<file path="src/hw/rtl/eeq_pkg.sv">
package eeq_pkg;

  localparam int unsigned EEQ_DEPTH = 16;
  // most results a single scan may report
  localparam int unsigned RES_LIMIT = 16;

  localparam int unsigned DATA_W = 32;
  localparam int unsigned LIFE_W = 16;
  localparam int unsigned AGE_W  = 17;
  localparam logic [AGE_W-1:0] AGE_MAX = '1;

  localparam logic [1:0] KIND_ADD  = 2'd0;
  localparam logic [1:0] KIND_TICK = 2'd1;
  localparam logic [1:0] KIND_SCAN = 2'd2;
  // unused code, ignored by the block
  localparam logic [1:0] KIND_RSVD = 2'd3;

  localparam logic STATUS_EXPIRED = 1'b0;
  localparam logic STATUS_DROPPED = 1'b1;

  typedef struct packed {
    logic [1:0]               kind;
    logic signed [DATA_W-1:0] value;
    logic [LIFE_W-1:0]        lifetime;
  } eeq_in_t;

  typedef struct packed {
    logic                     status;
    logic signed [DATA_W-1:0] value_res;
    logic                     last;
  } eeq_res_t;

  typedef struct packed {
    logic [DATA_W-1:0] data;
    logic [LIFE_W-1:0] lifetime;
    logic [AGE_W-1:0]  age;
  } eeq_entry_t;

  localparam int unsigned ENTRY_W = $bits(eeq_entry_t);

  typedef enum logic [1:0] {
    ST_IDLE,
    ST_TICK,
    ST_SCAN
  } eeq_state_e;

endpackage

</file>
<file path="src/hw/rtl/eeq_ram.sv">
module eeq_ram #(
  parameter int unsigned Width = 8,
  parameter int unsigned Depth = 16
) (
  input  logic                     clk_i,
  input  logic                     we_i,
  input  logic [$clog2(Depth)-1:0] waddr_i,
  input  logic [Width-1:0]         wdata_i,
  input  logic [$clog2(Depth)-1:0] raddr_i,
  output logic [Width-1:0]         rdata_o
);

  logic [Width-1:0] mem_q [Depth];
  logic [Width-1:0] rdata_q;

  always_ff @(posedge clk_i) begin
    if (we_i) begin
      mem_q[waddr_i] <= wdata_i;
    end
    rdata_q <= mem_q[raddr_i];
  end

  assign rdata_o = rdata_q;

endmodule

</file>
<file path="src/hw/rtl/expiring_entry_queue.sv">
// Queue of up to DEPTH entries kept in insertion order, each with a value, a
// lifetime and an age in seconds. An add leaves busy low; a full queue drops
// the add and reports it in the next cycle. A tick or a scan walks the held
// entries through the single port pair of the entry RAM, one entry per cycle,
// and keeps busy high until the walk is done. A scan reports each removed
// value as a one-cycle strobe on res_valid_o, at most one per cycle and at
// most 16 per scan, the last one flagged; the final result appears in the
// first cycle in which busy is low again. Results cannot be held off: the
// receiver must take every strobe as it comes.
module expiring_entry_queue
  import eeq_pkg::*;
#(
  parameter int unsigned DEPTH = EEQ_DEPTH
) (
  input  logic     clk_i,
  input  logic     rst_ni,
  input  logic     start,
  output logic     busy,
  input  eeq_in_t  in_i,
  output logic     res_valid_o,
  output eeq_res_t res_o
);

  localparam int unsigned IdxW  = $clog2(DEPTH);
  localparam int unsigned CntW  = $clog2(DEPTH + 1);
  localparam int unsigned NresW = $clog2(RES_LIMIT + 1);

  eeq_state_e state_q, state_d;
  logic [CntW-1:0]  cnt_q, cnt_d;
  logic [CntW-1:0]  rd_idx_q, rd_idx_d;
  logic [CntW-1:0]  keep_q, keep_d;
  logic             proc_q, proc_d;
  logic [IdxW-1:0]  proc_idx_q, proc_idx_d;
  logic [NresW-1:0] nres_q, nres_d;
  logic             pend_vld_q, pend_vld_d;
  logic [DATA_W-1:0] pend_val_q, pend_val_d;
  logic             res_vld_q, res_vld_d;
  eeq_res_t         res_q, res_d;

  logic             ram_we;
  logic [IdxW-1:0]  ram_waddr;
  eeq_entry_t       ram_wdata;
  eeq_entry_t       ram_rdata;
  logic [ENTRY_W-1:0] ram_rbits;

  logic accept, issue, walk_done, expired;

  assign accept    = start && (state_q == ST_IDLE);
  assign issue     = rd_idx_q < cnt_q;
  assign walk_done = !issue && !proc_q;
  assign ram_rdata = eeq_entry_t'(ram_rbits);
  assign expired   = ram_rdata.age > {1'b0, ram_rdata.lifetime};

  eeq_ram #(
    .Width(ENTRY_W),
    .Depth(DEPTH)
  ) u_ram (
    .clk_i  (clk_i),
    .we_i   (ram_we),
    .waddr_i(ram_waddr),
    .wdata_i(ram_wdata),
    .raddr_i(rd_idx_q[IdxW-1:0]),
    .rdata_o(ram_rbits)
  );

  always_comb begin
    state_d = state_q;
    unique case (state_q)
      ST_IDLE: begin
        if (accept && in_i.kind == KIND_TICK) begin
          state_d = ST_TICK;
        end else if (accept && in_i.kind == KIND_SCAN) begin
          state_d = ST_SCAN;
        end
      end
      ST_TICK, ST_SCAN: begin
        if (walk_done) begin
          state_d = ST_IDLE;
        end
      end
      default: state_d = ST_IDLE;
    endcase
  end

  always_comb begin
    cnt_d      = cnt_q;
    rd_idx_d   = rd_idx_q;
    keep_d     = keep_q;
    proc_d     = 1'b0;
    proc_idx_d = proc_idx_q;
    nres_d     = nres_q;
    pend_vld_d = pend_vld_q;
    pend_val_d = pend_val_q;
    res_vld_d  = 1'b0;
    res_d      = res_q;
    ram_we     = 1'b0;
    ram_waddr  = proc_idx_q;
    ram_wdata  = ram_rdata;

    unique case (state_q)
      ST_IDLE: begin
        if (accept) begin
          rd_idx_d   = '0;
          keep_d     = '0;
          nres_d     = '0;
          pend_vld_d = 1'b0;
          if (in_i.kind == KIND_ADD) begin
            if (cnt_q == CntW'(DEPTH)) begin
              res_vld_d       = 1'b1;
              res_d.status    = STATUS_DROPPED;
              res_d.value_res = in_i.value;
              res_d.last      = 1'b1;
            end else begin
              ram_we             = 1'b1;
              ram_waddr          = cnt_q[IdxW-1:0];
              ram_wdata.data     = in_i.value;
              ram_wdata.lifetime = in_i.lifetime;
              ram_wdata.age      = '0;
              cnt_d              = cnt_q + CntW'(1);
            end
          end
        end
      end
      ST_TICK: begin
        if (issue) begin
          rd_idx_d   = rd_idx_q + CntW'(1);
          proc_d     = 1'b1;
          proc_idx_d = rd_idx_q[IdxW-1:0];
        end
        if (proc_q) begin
          ram_we = 1'b1;
          if (ram_rdata.age != AGE_MAX) begin
            ram_wdata.age = ram_rdata.age + AGE_W'(1);
          end
        end
      end
      ST_SCAN: begin
        if (issue) begin
          rd_idx_d   = rd_idx_q + CntW'(1);
          proc_d     = 1'b1;
          proc_idx_d = rd_idx_q[IdxW-1:0];
        end
        if (proc_q) begin
          if (expired && nres_q < NresW'(RES_LIMIT)) begin
            // hold the newest removal back until we know whether it is the last
            nres_d     = nres_q + NresW'(1);
            pend_vld_d = 1'b1;
            pend_val_d = ram_rdata.data;
            if (pend_vld_q) begin
              res_vld_d       = 1'b1;
              res_d.status    = STATUS_EXPIRED;
              res_d.value_res = pend_val_q;
              res_d.last      = 1'b0;
            end
          end else begin
            // compact in place: keep never passes the read pointer
            ram_we    = 1'b1;
            ram_waddr = keep_q[IdxW-1:0];
            keep_d    = keep_q + CntW'(1);
          end
        end
        if (walk_done) begin
          cnt_d      = keep_q;
          pend_vld_d = 1'b0;
          if (pend_vld_q) begin
            res_vld_d       = 1'b1;
            res_d.status    = STATUS_EXPIRED;
            res_d.value_res = pend_val_q;
            res_d.last      = 1'b1;
          end
        end
      end
      default: ;
    endcase
  end

  always_ff @(posedge clk_i or negedge rst_ni) begin
    if (!rst_ni) begin
      state_q    <= ST_IDLE;
      cnt_q      <= '0;
      rd_idx_q   <= '0;
      keep_q     <= '0;
      proc_q     <= 1'b0;
      nres_q     <= '0;
      pend_vld_q <= 1'b0;
      res_vld_q  <= 1'b0;
    end else begin
      state_q    <= state_d;
      cnt_q      <= cnt_d;
      rd_idx_q   <= rd_idx_d;
      keep_q     <= keep_d;
      proc_q     <= proc_d;
      nres_q     <= nres_d;
      pend_vld_q <= pend_vld_d;
      res_vld_q  <= res_vld_d;
    end
  end

  always_ff @(posedge clk_i) begin
    proc_idx_q <= proc_idx_d;
    pend_val_q <= pend_val_d;
    res_q      <= res_d;
  end

  assign busy        = (state_q != ST_IDLE);
  assign res_valid_o = res_vld_q;
  assign res_o       = res_q;

endmodule

</file>
<file path="config.mk">
export PLATFORM = sky130hd
export DESIGN_NAME = expiring_entry_queue
export DESIGN_NICKNAME = d
export VERILOG_FILES = /design/src/hw/rtl/eeq_pkg.sv /design/src/hw/rtl/eeq_ram.sv /design/src/hw/rtl/expiring_entry_queue.sv
export SDC_FILE = /design/constraint.sdc
export NUM_CORES = 1
export LEC_CHECK = 0
export BUFFER_PORTS_ARGS = -buffer_cell sky130_fd_sc_hd__buf_2
export CAP_MARGIN = 20
export CORE_AREA = 5 5 335 337
export CTS_BUF_LIST = sky130_fd_sc_hd__clkbuf_8
export CTS_CLUSTER_DIAMETER = 40
export DETAILED_ROUTE_END_ITERATION = 16
export DIE_AREA = 0 0 340 342
export GPL_ROUTABILITY_DRIVEN = 0
export GPL_TIMING_DRIVEN = 0
export PLACE_DENSITY_LB_ADDON = 0.25
export SETUP_SLACK_MARGIN = 0.05
export SLEW_MARGIN = 0
export SYNTH_ARGS = -nofsm -noshare
export SYNTH_HDL_FRONTEND = slang
export SYNTH_HIERARCHICAL = 1
export SYNTH_SLANG_ARGS = --single-unit
</file>
<file path="constraint.sdc">
create_clock -name clk_i -period 16.97 [get_ports clk_i]
set_input_delay 3.394 -clock clk_i [delete_from_list [all_inputs] [get_ports clk_i]]
set_output_delay 3.394 -clock clk_i [all_outputs]
set_load 0.01 [all_outputs]
</file>
==> run metrics <==
DRC violations left=0; Max Slew Vio Count=0; mean post-synth cell area=a little under 20 um^2; Hold Vio Cnt, Final=0; CTS Hold Buffers Added=0; Seq pwr share=a little under half; Seq/Total Area, Yosys=approximately 76%; Slew headroom=approximately 24%; CP startpoint kind=input pin; via count=24546; Worst Hold Class=register to register; Syn Inst Count=around 2300; Site Rows=121; Clock Power Share=between 20% and 30%; post-CTS setup buffers=0; fmax=around 140 MHz; final worst-path cycle share=between 40 and 50%; Net Sw Frac=a little under a third; final worst path period need=7.323 ns; Hold Slack=approximately 0.43 ns; Fillers=approximately 8700; measured slew at the worst slew-check pin=1.137 ns; # setup viols final=0; Post-synth EDFFs=between 1000 and 1500; Leak=approximately 18 nW; clock sink total=1200; Post-synth ARST share=around 2.1%; Total Power=8.877 mW; die area=between 0.1 and 0.15 mm^2; count of input and output buffers=88; Detail Placement HPWL=76120 um; vias in the first global route=about 25000; total wire length=between 100000 and 150000 um; initial antenna violation count=2; Psw=around 2.8 mW; Primary FF master, synth=edfxtp_1; synthesized flop and latch total=1200; largest net degree at the start of global routing=30; DR iter-0 viols=approximately 2400; syn nets=about 2400; worst path required time=~17 ns; synth unique cells=59; crit path capture type=register; Core ar.=about 0.11 mm^2; most frequent cells in the layout=edfxtp_1 (1110), mux4_2 (260), nand2_1 (228); P per Cell Area=165.4 mW/mm^2; Layout area overhead=15.91%; H-tree depth=4; Comb pwr share=around 28%; CTS resizes=0; post-layout util=between 40 and 50%; Die X=approximately 340 um; GRT overflow=0; Syn. warnings=6; Setup CP Type=input pin to register; Vias/cell=~5.7; NumNets Final=between 2000 and 3000; max cap viols=0; Reg clk slew, reported paths=0.06 ns; Synth Cell Area=0.04631 mm^2; share of layout cells above drive strength 1=a little over a quarter; IO Count=between 80 and 90; die height=between 300 and 400 um; ANT nets after route=0; Clock Latency Late Sink=roughly 0.85 ns; commonest non-fill, non-tap cell in the layout=edfxtp_1; router iterations before antenna repair=5; CP max FO=10; RSZ-0062 raised after global routing=false; Fin Clk Skew=about 0.062 ns; CTS max path bufs=3; status=finished, final reports clean; Avg WL per Cell=27.55 um; Starting Density=between 40% and 50%; Max IR drop VDD=0.00007997 V; CTS Root Cell=clkbuf_8; CTS tree=done; CTS buffer count=185; global-route wire length before repair=172200 um; P_int=6.090 mW; WP data arrival=between 7 and 8 ns; total track usage=about a fifth
## cells by family after synthesis
group | Yosys count | synth area share, %
flip-flops | 1200 | 76.14
multiplexers | 296 | 13.42
AND/OR/NAND/NOR | 374 | 3.480
buffers and inverters | 148 | 1.724
XOR/XNOR | 22 | 0.4161
AO/OA/AOI/OAI | 272 | 4.012
adder cells (fa/ha/maj) | 30 | 0.8105
## cell type report
cell class                      instances  area [um^2]  share of cell area [%]
Antenna cell                            2        5.005                0.009323
Buffer                                116        678.2                   1.263
Clock buffer                          201         2766                   5.153
Clock inverter                        146        795.8                   1.482
Inverter                               32        120.1                  0.2238
Multi-Input combinational cell        994        10370                   19.33
Sequential cell                      1200        35260                   65.68
Tap cell                             1414         1769                   3.296
Timing Repair Buffer                  185         1913                   3.564
## power by group through the flow
stage / clock network [mW] / logic, mW / registers [mW]
3_5_place_dp: 0 / 2.45 / 4.21
3_3_place_gp: 0 / 2.25 / 4.25
2_1_floorplan: 0 / 1.60 / 4.16
6_report: 2.28 / 2.44 / 4.15
4_1_cts: 2.34 / 2.46 / 4.15
5_1_grt: 2.48 / 2.65 / 4.18
## flip-flops by register name (all words and copies together), names as in the netlist, 5 cells and up
name           flops
pend_val_q        32
u_ram/rdata_o     65
keep_q             5
res_o             34
u_ram/mem_q     1040
nres_q             5
rd_idx_q           5
cnt_q              5
## synth_stat cells (all sizes together), types with 2 or more instances
cell type  count  area [um^2]
a22oi        133        998.5
nor3          13        65.06
o31ai          2        28.78
a21o           4        30.03
a31oi          5        37.53
nor4           3        33.78
dfrtp         25        625.6
and2           4        26.28
xor2           8        70.07
a211oi         2        15.01
xnor2         14        122.6
a21oi         59        310.3
nand4          9        62.56
inv           31        116.4
nand2b         5        31.28
edfxtp      1110        33330
nor2b          4        25.02
or2            2        12.51
dfxtp         65         1301
nand2        229        859.6
ha            30        375.4
and3           8        57.55
a22o          18        157.7
buf           60        467.9
nor2          70        262.8
nand3b         2        15.01
nand3         20        100.1
clkbuf        56        210.2
mux2i         36        360.4
o211ai         5        37.54
o21ai         37        185.2
mux4         260         5856
## worst paths after layout
check	slack, ns	cells past startpoint	endpoint	from
hold reg to reg	0.43	0	pend_val_q[2]$_DFFE_PP_	u_ram/rdata_o[35]$_DFF_P_
hold / removal	0.43	0	pend_val_q[2]$_DFFE_PP_	u_ram/rdata_o[35]$_DFF_P_
setup reg to reg	11.40	14	u_ram/mem_q[12][29]$_DFFE_PP_	state_q[0]$_DFFE_PN0P_
min in group asynchronous	2.55	1	rd_idx_q[0]$_DFFE_PN0P_	rst_ni
setup / recovery	9.65	12	u_ram/mem_q[12][29]$_DFFE_PP_	start
max in group asynchronous	14.00	1	nres_q[3]$_DFFE_PN0P_	rst_ni
## stage by stage
stage / setup WS, ns / instances / area (um^2) / TNS [ns]
2_1_floorplan: 6.954 / 2342 / 46310 / 0
3_3_place_gp: -0.5495 / 3844 / 48520 / -77.75
3_5_place_dp: 8.888 / 3940 / 50110 / 0
4_1_cts: 9.768 / 4287 / 53670 / 0
5_1_grt: 9.483 / 4289 / 53680 / 0
6_report: 9.647 / 4290 / 53680 / 0
## layer usage
layer,global-route usage (%),vias up,share of wire (%)
li1,-,10333,-
met4,6.990,0,2.9
met2,31.83,1031,47
met1,28.53,12971,42
met3,4.203,211,7.8
met5,0,-,0
## worst max-delay path, stage by stage
cell and delay (ns):
buf_2 0.15, nand2_1 0.21, nor3_1 0.47, nor2b_1 0.67
buf_2 0.61, a211oi_1 0.12, nor2_1 0.27, nand3_1 0.35
nor3_2 0.91, buf_6 0.28, buf_6 0.20, buf_6 0.18
Power figures use the tool's default switching activity.
